--- config.mk ---
export PLATFORM = sky130hd
export DESIGN_NAME = keypad_decimal_calculator
export DESIGN_NICKNAME = d
export VERILOG_FILES = /design/src/rtl/kdc_pkg.sv /design/src/rtl/keypad_decimal_calculator.sv /design/src/rtl/kdc_front.sv /design/src/rtl/kdc_queue.sv /design/src/rtl/kdc_back.sv
export SDC_FILE = /design/constraint.sdc
export NUM_CORES = 1
export LEC_CHECK = 0
export ABC_CLOCK_PERIOD_IN_PS = 5800
export BUFFER_PORTS_ARGS = -buffer_cell sky130_fd_sc_hd__buf_4
export CORE_MARGIN = 3
export CORE_UTILIZATION = 30
export CTS_CLUSTER_SIZE = 12
export DETAILED_ROUTE_END_ITERATION = 10
export GPL_ROUTABILITY_DRIVEN = 0
export PLACE_DENSITY = 0.52
export SLEW_MARGIN = 20
export SYNTH_ARGS = -nofsm -noshare
export SYNTH_HDL_FRONTEND = slang
export SYNTH_SLANG_ARGS = --single-unit
--- constraint.sdc ---
create_clock -name clock -period 5.8 [get_ports clock]
set_input_delay 1.16 -clock clock [delete_from_list [all_inputs] [get_ports clock]]
set_output_delay 1.16 -clock clock [all_outputs]
set_load 0.01 [all_outputs]
--- src/rtl/kdc_pkg.sv ---
// kdc_pkg: shared types and constants of the keypad decimal calculator
// item structs, command and state encodings, key and display codes
// no dependencies
package kdc_pkg;

   // magnitude of the first operand, saturated at eight decimal digits
   localparam int unsigned MagW = 27;
   localparam logic [MagW-1:0] MagLimit = 27'd99999999;
   localparam int unsigned FirstDepth = 8;
   localparam int unsigned FIdxW = 3;
   localparam int unsigned FCntW = 4;
   localparam int unsigned BcdW = 32;
   localparam int unsigned IterW = 5;
   localparam logic [3:0] DigitMax = 4'd9;

   localparam logic [1:0] REQ_DIGIT  = 2'd0;
   localparam logic [1:0] REQ_OP     = 2'd1;
   localparam logic [1:0] REQ_CANCEL = 2'd2;
   localparam logic [1:0] REQ_RESET  = 2'd3;

   localparam logic [2:0] OP_ADD   = 3'd0;
   localparam logic [2:0] OP_SUB   = 3'd1;
   localparam logic [2:0] OP_DIV   = 3'd2;
   localparam logic [2:0] OP_MUL   = 3'd3;
   localparam logic [2:0] OP_EQUAL = 3'd4;
   localparam logic [2:0] OP_NONE  = 3'd7;

   localparam logic [1:0] DISP_CLEAR  = 2'd0;
   localparam logic [1:0] DISP_APPEND = 2'd1;
   localparam logic [1:0] DISP_SIGN   = 2'd2;

   typedef struct packed {
      logic [1:0] req_type;
      logic [3:0] key_digit;
      logic [2:0] op_code;
   } kdc_req_item_type;

   typedef struct packed {
      logic [1:0] disp_cmd;
      logic [3:0] disp_digit;
      logic       disp_negative;
      logic       div_error;
      logic       last;
   } kdc_rsp_item_type;

   typedef enum logic [2:0] {
      CMD_DIGIT,
      CMD_LATCH,
      CMD_CLEAR,
      CMD_EQUAL,
      CMD_CANCEL,
      CMD_RESET
   } kdc_cmd_kind_type;

   typedef struct packed {
      kdc_cmd_kind_type kind;
      logic [3:0]       digit;
      logic [2:0]       op;
   } kdc_cmd_type;

   typedef struct packed {
      logic        valid;
      kdc_cmd_type cmd;
   } kdc_queue_out_type;

   typedef enum logic [3:0] {
      ST_IDLE,
      ST_LOAD_A,
      ST_LOAD_B,
      ST_EXEC,
      ST_MUL,
      ST_DIV,
      ST_CLAMP,
      ST_BCD,
      ST_STORE,
      ST_SHOW_CLR,
      ST_SHOW_SIGN,
      ST_SHOW_DIG
   } kdc_state_type;

endpackage

--- src/rtl/keypad_decimal_calculator.sv ---
// keypad_decimal_calculator: top level of the four-function keypad calculator
// depends on kdc_pkg, kdc_front, kdc_queue, kdc_back
//
// req channel: one keypad item (digit, operation, cancel, reset) per handshake,
// accepted when req_valid is high and req_stall low. rsp channel: display items
// (clear, append digit, set sign) with last on the final item of each key.
// Keys pass a decoder into a two-entry queue, so up to two keys are taken
// while the back end works or the display stalls.
// A digit key with room left, an operation or a cancel key gives its one item,
// registered when the back end takes it from the queue. Equal converts the
// first and then the second operand digit by digit, takes a setup step, then
// runs a shift-add multiply over the bits of the second operand (14 for four
// digits) or a restoring divide over the 27 bits of the first, a clamp step,
// a binary to decimal conversion and a store of the result digits, then gives
// one display item per cycle while the output register is free or rsp_stall is low.
// rsp_stall holds the output register; the back end waits and the queue fills,
// then req_stall rises. Reset clears counts, sign and pending operation; no
// clearing pass is needed. A reset key does the same and sends nothing.
module keypad_decimal_calculator #(
   parameter int unsigned MAX_DIGITS = 4
) (
   input  logic                      clock,
   input  logic                      reset,
   input  logic                      req_valid,
   output logic                      req_stall,
   input  kdc_pkg::kdc_req_item_type req_item,
   output logic                      rsp_valid,
   input  logic                      rsp_stall,
   output kdc_pkg::kdc_rsp_item_type rsp_item
);

   logic                       q_full, q_push, q_pop;
   kdc_pkg::kdc_cmd_type       q_cmd;
   kdc_pkg::kdc_queue_out_type q_out;

   kdc_front u_front (
      .req_valid (req_valid),
      .req_stall (req_stall),
      .req_item  (req_item),
      .q_full    (q_full),
      .q_push    (q_push),
      .q_cmd     (q_cmd)
   );

   kdc_queue u_queue (
      .clock (clock),
      .reset (reset),
      .push  (q_push),
      .cmd   (q_cmd),
      .full  (q_full),
      .pop   (q_pop),
      .q_out (q_out)
   );

   kdc_back #(
      .MAX_DIGITS (MAX_DIGITS)
   ) u_back (
      .clock     (clock),
      .reset     (reset),
      .q_in      (q_out),
      .q_pop     (q_pop),
      .rsp_valid (rsp_valid),
      .rsp_stall (rsp_stall),
      .rsp_item  (rsp_item)
   );

endmodule

--- src/rtl/kdc_front.sv ---
// kdc_front: accepts keypad items and classifies them into commands
// depends on kdc_pkg; feeds kdc_queue
module kdc_front (
   input  logic                      req_valid,
   output logic                      req_stall,
   input  kdc_pkg::kdc_req_item_type req_item,
   input  logic                      q_full,
   output logic                      q_push,
   output kdc_pkg::kdc_cmd_type      q_cmd
);

   logic keep;

   always_comb begin
      q_cmd.digit = req_item.key_digit;
      q_cmd.op    = req_item.op_code;
      q_cmd.kind  = kdc_pkg::CMD_CLEAR;
      keep        = 1'b1;
      unique case (req_item.req_type)
         kdc_pkg::REQ_DIGIT: begin
            q_cmd.kind = kdc_pkg::CMD_DIGIT;
            // digits above nine vanish here
            keep = (req_item.key_digit <= kdc_pkg::DigitMax);
         end
         kdc_pkg::REQ_OP: begin
            if (req_item.op_code == kdc_pkg::OP_EQUAL) begin
               q_cmd.kind = kdc_pkg::CMD_EQUAL;
            end else if (req_item.op_code < kdc_pkg::OP_EQUAL) begin
               q_cmd.kind = kdc_pkg::CMD_LATCH;
            end else begin
               q_cmd.kind = kdc_pkg::CMD_CLEAR;
            end
         end
         kdc_pkg::REQ_CANCEL: q_cmd.kind = kdc_pkg::CMD_CANCEL;
         kdc_pkg::REQ_RESET:  q_cmd.kind = kdc_pkg::CMD_RESET;
         default:             q_cmd.kind = kdc_pkg::CMD_CLEAR;
      endcase
   end

   assign req_stall = q_full;
   assign q_push    = req_valid & ~q_full & keep;

endmodule

--- src/rtl/kdc_queue.sv ---
// kdc_queue: two-entry command queue between front and back
// depends on kdc_pkg
module kdc_queue (
   input  logic                       clock,
   input  logic                       reset,
   input  logic                       push,
   input  kdc_pkg::kdc_cmd_type       cmd,
   output logic                       full,
   input  logic                       pop,
   output kdc_pkg::kdc_queue_out_type q_out
);

   kdc_pkg::kdc_cmd_type mem_ff [2];
   logic [1:0] cnt_ff, cnt_in;
   logic       wr_ff, rd_ff;

   always_comb begin
      cnt_in = cnt_ff + {1'b0, push} - {1'b0, pop};
   end

   always_ff @(posedge clock) begin
      if (reset) begin
         cnt_ff <= 2'd0;
         wr_ff  <= 1'b0;
         rd_ff  <= 1'b0;
      end else begin
         cnt_ff <= cnt_in;
         if (push) wr_ff <= ~wr_ff;
         if (pop) rd_ff <= ~rd_ff;
      end
   end

   always_ff @(posedge clock) begin
      if (push) mem_ff[wr_ff] <= cmd;
   end

   assign full        = (cnt_ff == 2'd2);
   assign q_out.valid = (cnt_ff != 2'd0);
   assign q_out.cmd   = mem_ff[rd_ff];

endmodule

--- src/rtl/kdc_back.sv ---
// kdc_back: operand stores, sequencer, iterative arithmetic and display output
// depends on kdc_pkg; takes commands from kdc_queue
module kdc_back #(
   parameter int unsigned MAX_DIGITS = 4
) (
   input  logic                       clock,
   input  logic                       reset,
   input  kdc_pkg::kdc_queue_out_type q_in,
   output logic                       q_pop,
   output logic                       rsp_valid,
   input  logic                       rsp_stall,
   output kdc_pkg::kdc_rsp_item_type  rsp_item
);

   localparam int unsigned SecTop = 10 ** MAX_DIGITS;
   localparam int unsigned BW     = $clog2(SecTop);
   localparam int unsigned RW     = kdc_pkg::MagW + BW;
   localparam int unsigned SCntW  = $clog2(MAX_DIGITS + 1);
   localparam int unsigned SIdxW  = (MAX_DIGITS > 1) ? $clog2(MAX_DIGITS) : 1;
   localparam int unsigned MW     = kdc_pkg::MagW;

   kdc_pkg::kdc_state_type state_ff, state_in;

   logic [3:0] fd_ff [kdc_pkg::FirstDepth];
   logic [3:0] sd_ff [MAX_DIGITS];
   logic [kdc_pkg::FCntW-1:0] fcnt_ff, fcnt_in;
   logic [SCntW-1:0]          scnt_ff, scnt_in;
   logic [2:0]                pend_ff, pend_in;
   logic                      neg_ff, neg_in;

   logic [MW-1:0]             a_ff, a_in;
   logic [BW-1:0]             b_ff, b_in;
   logic [RW-1:0]             acc_ff, acc_in;
   logic [BW-1:0]             rem_ff, rem_in;
   logic [kdc_pkg::IterW-1:0] iter_ff, iter_in;
   logic [kdc_pkg::BcdW-1:0]  bcd_ff, bcd_in;
   logic [3:0]                idx_ff, idx_in;
   logic                      sign_ff, sign_in;
   logic                      err_ff, err_in;

   logic                      rsp_valid_ff;
   kdc_pkg::kdc_rsp_item_type rsp_ff;

   logic                      fd_we, sd_we;
   logic [kdc_pkg::FIdxW-1:0] fd_wa;
   logic [SIdxW-1:0]          sd_wa;
   logic [3:0]                fd_wd, sd_wd;

   logic                      emit;
   kdc_pkg::kdc_rsp_item_type emit_item;

   logic                      out_can, take, dig_ok;
   kdc_pkg::kdc_cmd_type      cmd;
   logic [3:0]                fd_rd, sd_rd;
   logic [MW+3:0]             a_ext, a_x10;
   logic [BW+3:0]             b_ext, b_x10;
   logic [RW-1:0]             a_big, b_big, sum_ab, diff_ab, diff_ba;
   logic                      a_ge_b, b_ge_a;
   logic [BW:0]               trial;
   logic                      q_bit;
   logic [kdc_pkg::BcdW-1:0]  bcd_adj;
   logic [3:0]                nsig, sel;
   logic [3:0]                nib;

   assign out_can = ~rsp_valid_ff | ~rsp_stall;
   assign take    = (state_ff == kdc_pkg::ST_IDLE) & q_in.valid & out_can;
   assign q_pop   = take;
   assign cmd     = q_in.cmd;
   assign dig_ok  = (fcnt_ff < kdc_pkg::FCntW'(MAX_DIGITS)) &
                    (scnt_ff < SCntW'(MAX_DIGITS));

   assign fd_rd = fd_ff[idx_ff[kdc_pkg::FIdxW-1:0]];
   assign sd_rd = sd_ff[idx_ff[SIdxW-1:0]];

   // decimal to binary, one digit a cycle
   assign a_ext = {4'd0, a_ff};
   assign a_x10 = (a_ext << 3) + (a_ext << 1) + {{MW{1'b0}}, fd_rd};
   assign b_ext = {4'd0, b_ff};
   assign b_x10 = (b_ext << 3) + (b_ext << 1) + {{BW{1'b0}}, sd_rd};

   assign a_big   = RW'(a_ff);
   assign b_big   = RW'(b_ff);
   assign sum_ab  = a_big + b_big;
   assign diff_ab = a_big - b_big;
   assign diff_ba = b_big - a_big;
   assign a_ge_b  = (a_big >= b_big);
   assign b_ge_a  = (b_big >= a_big);

   // restoring divide step
   assign trial = {rem_ff, a_ff[MW-1]};
   assign q_bit = (trial >= {1'b0, b_ff});

   always_comb begin
      for (int i = 0; i < 8; i++) begin
         bcd_adj[i*4 +: 4] = (bcd_ff[i*4 +: 4] >= 4'd5) ? bcd_ff[i*4 +: 4] + 4'd3
                                                       : bcd_ff[i*4 +: 4];
      end
   end

   // count of significant result digits
   always_comb begin
      nsig = 4'd0;
      for (int i = 0; i < 8; i++) begin
         if (bcd_ff[i*4 +: 4] != 4'd0) nsig = 4'(i + 1);
      end
   end

   assign sel = nsig - 4'd1 - idx_ff;
   assign nib = bcd_ff[{sel[2:0], 2'b00} +: 4];

   // next state
   always_comb begin
      state_in = state_ff;
      unique case (state_ff)
         kdc_pkg::ST_IDLE: begin
            if (take && cmd.kind == kdc_pkg::CMD_EQUAL) state_in = kdc_pkg::ST_LOAD_A;
         end
         kdc_pkg::ST_LOAD_A: begin
            if (idx_ff == fcnt_ff) state_in = kdc_pkg::ST_LOAD_B;
         end
         kdc_pkg::ST_LOAD_B: begin
            if (idx_ff == 4'(scnt_ff)) state_in = kdc_pkg::ST_EXEC;
         end
         kdc_pkg::ST_EXEC: begin
            unique case (pend_ff)
               kdc_pkg::OP_ADD, kdc_pkg::OP_SUB: state_in = kdc_pkg::ST_CLAMP;
               kdc_pkg::OP_MUL: state_in = kdc_pkg::ST_MUL;
               kdc_pkg::OP_DIV: begin
                  state_in = (b_ff == '0) ? kdc_pkg::ST_SHOW_CLR : kdc_pkg::ST_DIV;
               end
               default: state_in = kdc_pkg::ST_SHOW_CLR;
            endcase
         end
         kdc_pkg::ST_MUL: begin
            if (iter_ff == kdc_pkg::IterW'(BW - 1)) state_in = kdc_pkg::ST_CLAMP;
         end
         kdc_pkg::ST_DIV: begin
            if (iter_ff == kdc_pkg::IterW'(MW - 1)) state_in = kdc_pkg::ST_CLAMP;
         end
         kdc_pkg::ST_CLAMP: state_in = kdc_pkg::ST_BCD;
         kdc_pkg::ST_BCD: begin
            if (iter_ff == kdc_pkg::IterW'(MW - 1)) state_in = kdc_pkg::ST_STORE;
         end
         kdc_pkg::ST_STORE: begin
            if (idx_ff == nsig) state_in = kdc_pkg::ST_SHOW_CLR;
         end
         kdc_pkg::ST_SHOW_CLR: begin
            if (out_can) state_in = kdc_pkg::ST_SHOW_SIGN;
         end
         kdc_pkg::ST_SHOW_SIGN: begin
            if (out_can) begin
               state_in = (fcnt_ff == '0) ? kdc_pkg::ST_IDLE : kdc_pkg::ST_SHOW_DIG;
            end
         end
         kdc_pkg::ST_SHOW_DIG: begin
            if (out_can && (idx_ff + 4'd1 == fcnt_ff)) state_in = kdc_pkg::ST_IDLE;
         end
         default: state_in = kdc_pkg::ST_IDLE;
      endcase
   end

   // datapath and outputs
   always_comb begin
      fcnt_in = fcnt_ff;
      scnt_in = scnt_ff;
      pend_in = pend_ff;
      neg_in  = neg_ff;
      a_in    = a_ff;
      b_in    = b_ff;
      acc_in  = acc_ff;
      rem_in  = rem_ff;
      iter_in = iter_ff;
      bcd_in  = bcd_ff;
      idx_in  = idx_ff;
      sign_in = sign_ff;
      err_in  = err_ff;
      fd_we   = 1'b0;
      fd_wa   = fcnt_ff[kdc_pkg::FIdxW-1:0];
      fd_wd   = cmd.digit;
      sd_we   = 1'b0;
      sd_wa   = scnt_ff[SIdxW-1:0];
      sd_wd   = cmd.digit;
      emit    = 1'b0;
      emit_item = '{disp_cmd: kdc_pkg::DISP_CLEAR, disp_digit: 4'd0,
                    disp_negative: 1'b0, div_error: err_ff, last: 1'b0};
      unique case (state_ff)
         kdc_pkg::ST_IDLE: begin
            if (take) begin
               emit_item.div_error = 1'b0;
               emit_item.last      = 1'b1;
               unique case (cmd.kind)
                  kdc_pkg::CMD_DIGIT: begin
                     if (dig_ok) begin
                        emit = 1'b1;
                        emit_item.disp_cmd   = kdc_pkg::DISP_APPEND;
                        emit_item.disp_digit = cmd.digit;
                        if (pend_ff == kdc_pkg::OP_NONE) begin
                           fd_we   = 1'b1;
                           fcnt_in = fcnt_ff + 4'd1;
                        end else begin
                           sd_we   = 1'b1;
                           scnt_in = scnt_ff + SCntW'(1);
                        end
                     end
                  end
                  kdc_pkg::CMD_LATCH: begin
                     emit    = 1'b1;
                     pend_in = cmd.op;
                  end
                  kdc_pkg::CMD_CLEAR: emit = 1'b1;
                  kdc_pkg::CMD_CANCEL: begin
                     emit = 1'b1;
                     if (pend_ff == kdc_pkg::OP_NONE) begin
                        fcnt_in = '0;
                        neg_in  = 1'b0;
                     end else begin
                        scnt_in = '0;
                     end
                  end
                  kdc_pkg::CMD_RESET: begin
                     fcnt_in = '0;
                     scnt_in = '0;
                     pend_in = kdc_pkg::OP_NONE;
                     neg_in  = 1'b0;
                  end
                  kdc_pkg::CMD_EQUAL: begin
                     a_in   = '0;
                     b_in   = '0;
                     idx_in = 4'd0;
                     err_in = 1'b0;
                  end
                  default: ;
               endcase
            end
         end
         kdc_pkg::ST_LOAD_A: begin
            if (idx_ff == fcnt_ff) begin
               idx_in = 4'd0;
            end else begin
               a_in   = a_x10[MW-1:0];
               idx_in = idx_ff + 4'd1;
            end
         end
         kdc_pkg::ST_LOAD_B: begin
            if (idx_ff == 4'(scnt_ff)) begin
               scnt_in = '0;
            end else begin
               b_in   = b_x10[BW-1:0];
               idx_in = idx_ff + 4'd1;
            end
         end
         kdc_pkg::ST_EXEC: begin
            iter_in = '0;
            rem_in  = '0;
            sign_in = neg_ff;
            unique case (pend_ff)
               kdc_pkg::OP_ADD: begin
                  if (!neg_ff) begin
                     acc_in  = sum_ab;
                     sign_in = 1'b0;
                  end else if (b_ge_a) begin
                     acc_in  = diff_ba;
                     sign_in = 1'b0;
                  end else begin
                     acc_in  = diff_ab;
                     sign_in = 1'b1;
                  end
               end
               kdc_pkg::OP_SUB: begin
                  if (neg_ff) begin
                     acc_in  = sum_ab;
                     sign_in = 1'b1;
                  end else if (a_ge_b) begin
                     acc_in  = diff_ab;
                     sign_in = 1'b0;
                  end else begin
                     acc_in  = diff_ba;
                     sign_in = 1'b1;
                  end
               end
               kdc_pkg::OP_MUL: acc_in = '0;
               kdc_pkg::OP_DIV: begin
                  acc_in = '0;
                  if (b_ff == '0) err_in = 1'b1;
               end
               default: ;
            endcase
         end
         kdc_pkg::ST_MUL: begin
            // msb-first shift and add
            acc_in  = {acc_ff[RW-2:0], 1'b0} + (b_ff[BW-1] ? a_big : '0);
            b_in    = {b_ff[BW-2:0], 1'b0};
            iter_in = iter_ff + kdc_pkg::IterW'(1);
         end
         kdc_pkg::ST_DIV: begin
            rem_in  = q_bit ? BW'(trial - {1'b0, b_ff}) : trial[BW-1:0];
            a_in    = {a_ff[MW-2:0], 1'b0};
            acc_in  = {acc_ff[RW-2:0], q_bit};
            iter_in = iter_ff + kdc_pkg::IterW'(1);
         end
         kdc_pkg::ST_CLAMP: begin
            a_in    = (acc_ff > RW'(kdc_pkg::MagLimit)) ? kdc_pkg::MagLimit : acc_ff[MW-1:0];
            sign_in = sign_ff & (acc_ff != '0);
            bcd_in  = '0;
            iter_in = '0;
         end
         kdc_pkg::ST_BCD: begin
            // double dabble, one bit a cycle
            bcd_in  = {bcd_adj[kdc_pkg::BcdW-2:0], a_ff[MW-1]};
            a_in    = {a_ff[MW-2:0], 1'b0};
            iter_in = iter_ff + kdc_pkg::IterW'(1);
            idx_in  = 4'd0;
         end
         kdc_pkg::ST_STORE: begin
            if (idx_ff == nsig) begin
               fcnt_in = nsig;
               neg_in  = sign_ff;
            end else begin
               fd_we  = 1'b1;
               fd_wa  = idx_ff[kdc_pkg::FIdxW-1:0];
               fd_wd  = nib;
               idx_in = idx_ff + 4'd1;
            end
         end
         kdc_pkg::ST_SHOW_CLR: begin
            emit = out_can;
         end
         kdc_pkg::ST_SHOW_SIGN: begin
            emit = out_can;
            emit_item.disp_cmd      = kdc_pkg::DISP_SIGN;
            emit_item.disp_negative = neg_ff;
            emit_item.last          = (fcnt_ff == '0);
            idx_in = 4'd0;
         end
         kdc_pkg::ST_SHOW_DIG: begin
            emit = out_can;
            emit_item.disp_cmd   = kdc_pkg::DISP_APPEND;
            emit_item.disp_digit = fd_rd;
            emit_item.last       = (idx_ff + 4'd1 == fcnt_ff);
            if (out_can) idx_in = idx_ff + 4'd1;
         end
         default: ;
      endcase
   end

   always_ff @(posedge clock) begin
      if (reset) begin
         state_ff     <= kdc_pkg::ST_IDLE;
         fcnt_ff      <= '0;
         scnt_ff      <= '0;
         pend_ff      <= kdc_pkg::OP_NONE;
         neg_ff       <= 1'b0;
         rsp_valid_ff <= 1'b0;
      end else begin
         state_ff <= state_in;
         fcnt_ff  <= fcnt_in;
         scnt_ff  <= scnt_in;
         pend_ff  <= pend_in;
         neg_ff   <= neg_in;
         if (emit) begin
            rsp_valid_ff <= 1'b1;
         end else if (!rsp_stall) begin
            rsp_valid_ff <= 1'b0;
         end
      end
   end

   always_ff @(posedge clock) begin
      a_ff    <= a_in;
      b_ff    <= b_in;
      acc_ff  <= acc_in;
      rem_ff  <= rem_in;
      iter_ff <= iter_in;
      bcd_ff  <= bcd_in;
      idx_ff  <= idx_in;
      sign_ff <= sign_in;
      err_ff  <= err_in;
      if (emit) rsp_ff <= emit_item;
      if (fd_we) fd_ff[fd_wa] <= fd_wd;
      if (sd_we) sd_ff[sd_wa] <= sd_wd;
   end

   assign rsp_valid = rsp_valid_ff;
   assign rsp_item  = rsp_ff;

endmodule
==> reports/results.txt <==
status -> finished, final reports clean
Nets -> 2,403
Final Critical Period -> 4.90 ns
kind of critical path -> flip-flop to flip-flop
clock power share -> 15.5%
Syn Inst Count -> 2,204
CTS tree -> built
fillcell total -> 6,886
DRT Pass-1 Iters -> 6
Flop pwr share -> 23.0%
Initial Utilization -> 30.5%
wire length per cell -> 21.6 um
Synth Net Count -> 2,413
Post-synth EDFFs -> 216
Slew Viols, Final -> 0
global-route wire length before repair -> 103,000 um
hold_buf cts -> 0
headroom to the max-slew limit -> 25.7%
RSZ-0062 raised after global routing -> false
final worst setup slack -> 0.899 ns
vias in the first global route -> 17,017
post-CTS sizing -> 0
FMAX -> 204 MHz
final period utilization -> 84.5%
number of distinct library cells after synthesis -> 92
leakage power -> 8.54 nW
Area Overhead vs Synth -> 10.9%
Post-Place Worst Slack -> 1.03 ns
#FFs+latches synth -> 240
WL final -> 66,700 um
Max Cap Viol -> 0
die height -> 266 um
vias -> 17,496
Max VDD drop -> 270 uV
largest net degree at the start of global routing -> 38
Setup Buffers After CTS -> 0
clk buf depth -> 3
share of layout cells above drive strength 1 -> 7.94%
Vias per Instance -> 5.68
Syn Area/Cell -> 9.18 sq um
setup TNS -> 0 ns
Hold Path Class -> flip-flop to flip-flop
worst endpoint required time -> 6.11 ns
drc violations -> 0
async set-reset flop share out of synthesis -> 0%
clk_lat worst skew -> 0.62 ns
core box area -> 66,300 sq um
die width -> 266 um
clock slew at reported path FFs -> 0.06 ns
sw frac -> 48.1%
Hold Fails Final Rpt -> 0
detailed placer's ending HPWL -> 50,400 um
clk_skew -> 0.0382 ns
Worst Path Max Fanout -> 17
row cnt -> 94
Num CTS Buffers -> 31
Final Non-Filler Cells -> 3,081
antenna viol nets, final -> 0
H-tree Lvls -> 1
DP Cell Count -> 3,025
buffers added on ports -> 23
total global-route track usage -> 18.5%
area of the mapped netlist -> 20,200 sq um
Post-synth top flop -> edfxtp_1
1st-iter DRT viols -> 1,577
CP Capture Type -> flip-flop
antenna violations before repair -> 1
kind of start point of the critical path -> flip-flop
final hold slack -> 0.511 ns
worst slew pin tran -> 1.11 ns
Clock Tree Root -> clkbuf_16
sequential area share after synthesis -> 34.4%
Net Switching -> 6.45 mW
Overall Power -> 13.4 mW
I/O pins -> 24
P_int -> 6.95 mW
Final setup viols -> 0
total congestion overflow -> 0
Comb pwr share -> 61.5%
critical path data arrival time -> 5.21 ns
Ys Warns -> 0
clk sinks -> 240
DIE AREA -> 70,600 sq um
Cell Pwr Density -> 597 nW/um^2
## final cells by class
cell class,count,area (sq um),area share (%)
inverters,129,484,2.16
multi-input cells,1739,12400,55.4
diodes,1,2.50,0.0112
flip-flops and latches,240,6970,31.0
clock buffers,40,830,3.70
clock inverters,15,243,1.08
repair buffers,53,398,1.77
well taps,864,1080,4.82
## state kept, by name, indices dropped and copies added, names as in the netlist, named ones only
signal	flops
u_queue.rd_ff	1
u_back.acc_ff	41
u_back.b_ff	14
u_back.fcnt_ff	4
u_back.state_ff	4
u_back.iter_ff	5
u_back.sign_ff	1
u_back.pend_ff	3
u_queue.wr_ff	1
u_back.err_ff	1
u_back.scnt_ff	3
u_back.idx_ff	4
u_back.rsp_item	9
u_back.fd_ff	32
u_back.rsp_valid	1
u_back.a_ff	27
u_back.sd_ff	16
u_queue.mem_ff	20
u_back.rem_ff	14
u_back.neg_ff	1
u_queue.cnt_ff	2
u_back.bcd_ff	32
## routing by layer
metal	up-vias	GRT usage, %	wire (um)
met5	-	0	0
met4	0	7.66	3000
met3	149	2.97	4330
met2	662	30.9	31100
met1	8471	23.8	28300
li1	8214	-	-
## through the flow
| stage | util [%] | cell area [sq um] |
|---|---|---|
| global placement | 32.2 | 21400 |
| CTS | 33.8 | 22400 |
| global route | 33.8 | 22400 |
| floorplan | - | 20200 |
| finish | 33.8 | 22400 |
| detailed placement | 32.2 | 21400 |
## final timing paths
kind / startpoint / endpoint / slack, ns / depth (start not counted)
worst max-delay path: u_back.b_ff[13] / u_back.acc_ff[33] / 0.90 / 14
worst min-delay path: u_queue.rd_ff / u_queue.rd_ff / 0.51 / 2
worst max register to register: u_back.b_ff[13] / u_back.acc_ff[33] / 0.90 / 14
worst min register to register: u_queue.rd_ff / u_queue.rd_ff / 0.51 / 2
## cells in the final DEF (no fill, tap or decap), drive strengths merged, types with 18 or more instances in the layout
cell type    n
nand4       22
and2        30
xnor2       83
dfxtp       24
nand2b      26
nand2      142
and3        26
xor2        60
a211oi      32
buf         53
o22ai       18
ha         186
mux4        20
a21oi      172
nor2       212
edfxtp     216
a21o        41
a31oi       22
nor4        20
o21bai      19
nor3        56
clkbuf      40
a22oi       24
mux2i       46
or3         20
nor2b       26
o21ai      125
nand3       67
inv        129
o211ai      35
## critical path: stages (launching register included)
cell	delay (ns)
edfxtp_1	0.76
inv_1	0.44
nor2_1	0.20
ha_1	0.22
inv_1	0.07
fa_1	0.40
nand2b_1	0.18
a21oi_1	0.21
nor4_1	0.12
o31ai_2	0.50
a21oi_1	0.21
o21ai_1	0.29
a31oi_1	0.35
o311ai_0	0.47
o211ai_1	0.17
## kinds of logic after synthesis
kind of cell	count (synthesis)	share of synthesized area [%]
mux	74	4.95
buf+inv	225	4.39
simple gates	705	17.3
flops	240	34.4
compound gates	621	20.2
xor+xnor	143	6.19
fa+ha+maj	196	12.5
## cell usage after synthesis (46+ instances only)
master	number	area [sq um]
nor3_1	55	275
nand2_1	141	529
xnor2_1	83	727
nand3_1	67	335
a21oi_1	170	851
o21ai_0	122	611
ha_1	186	2330
clkbuf_1	68	255
edfxtp_1	216	6490
nor2_1	212	796
mux2i_1	46	460
xor2_1	60	526
inv_1	128	480
## power by group through the flow
stage	clock (mW)	combinational, mW	sequential [mW]
2_1_floorplan	0	6.26	2.73
6_report	2.08	8.24	3.08
5_1_grt	2.21	9.10	3.13
3_3_place_gp	0	7.99	3.10
3_5_place_dp	0	8.08	3.10
4_1_cts	2.14	8.14	3.07
Note: power is estimated with default switching activity, not from simulation.
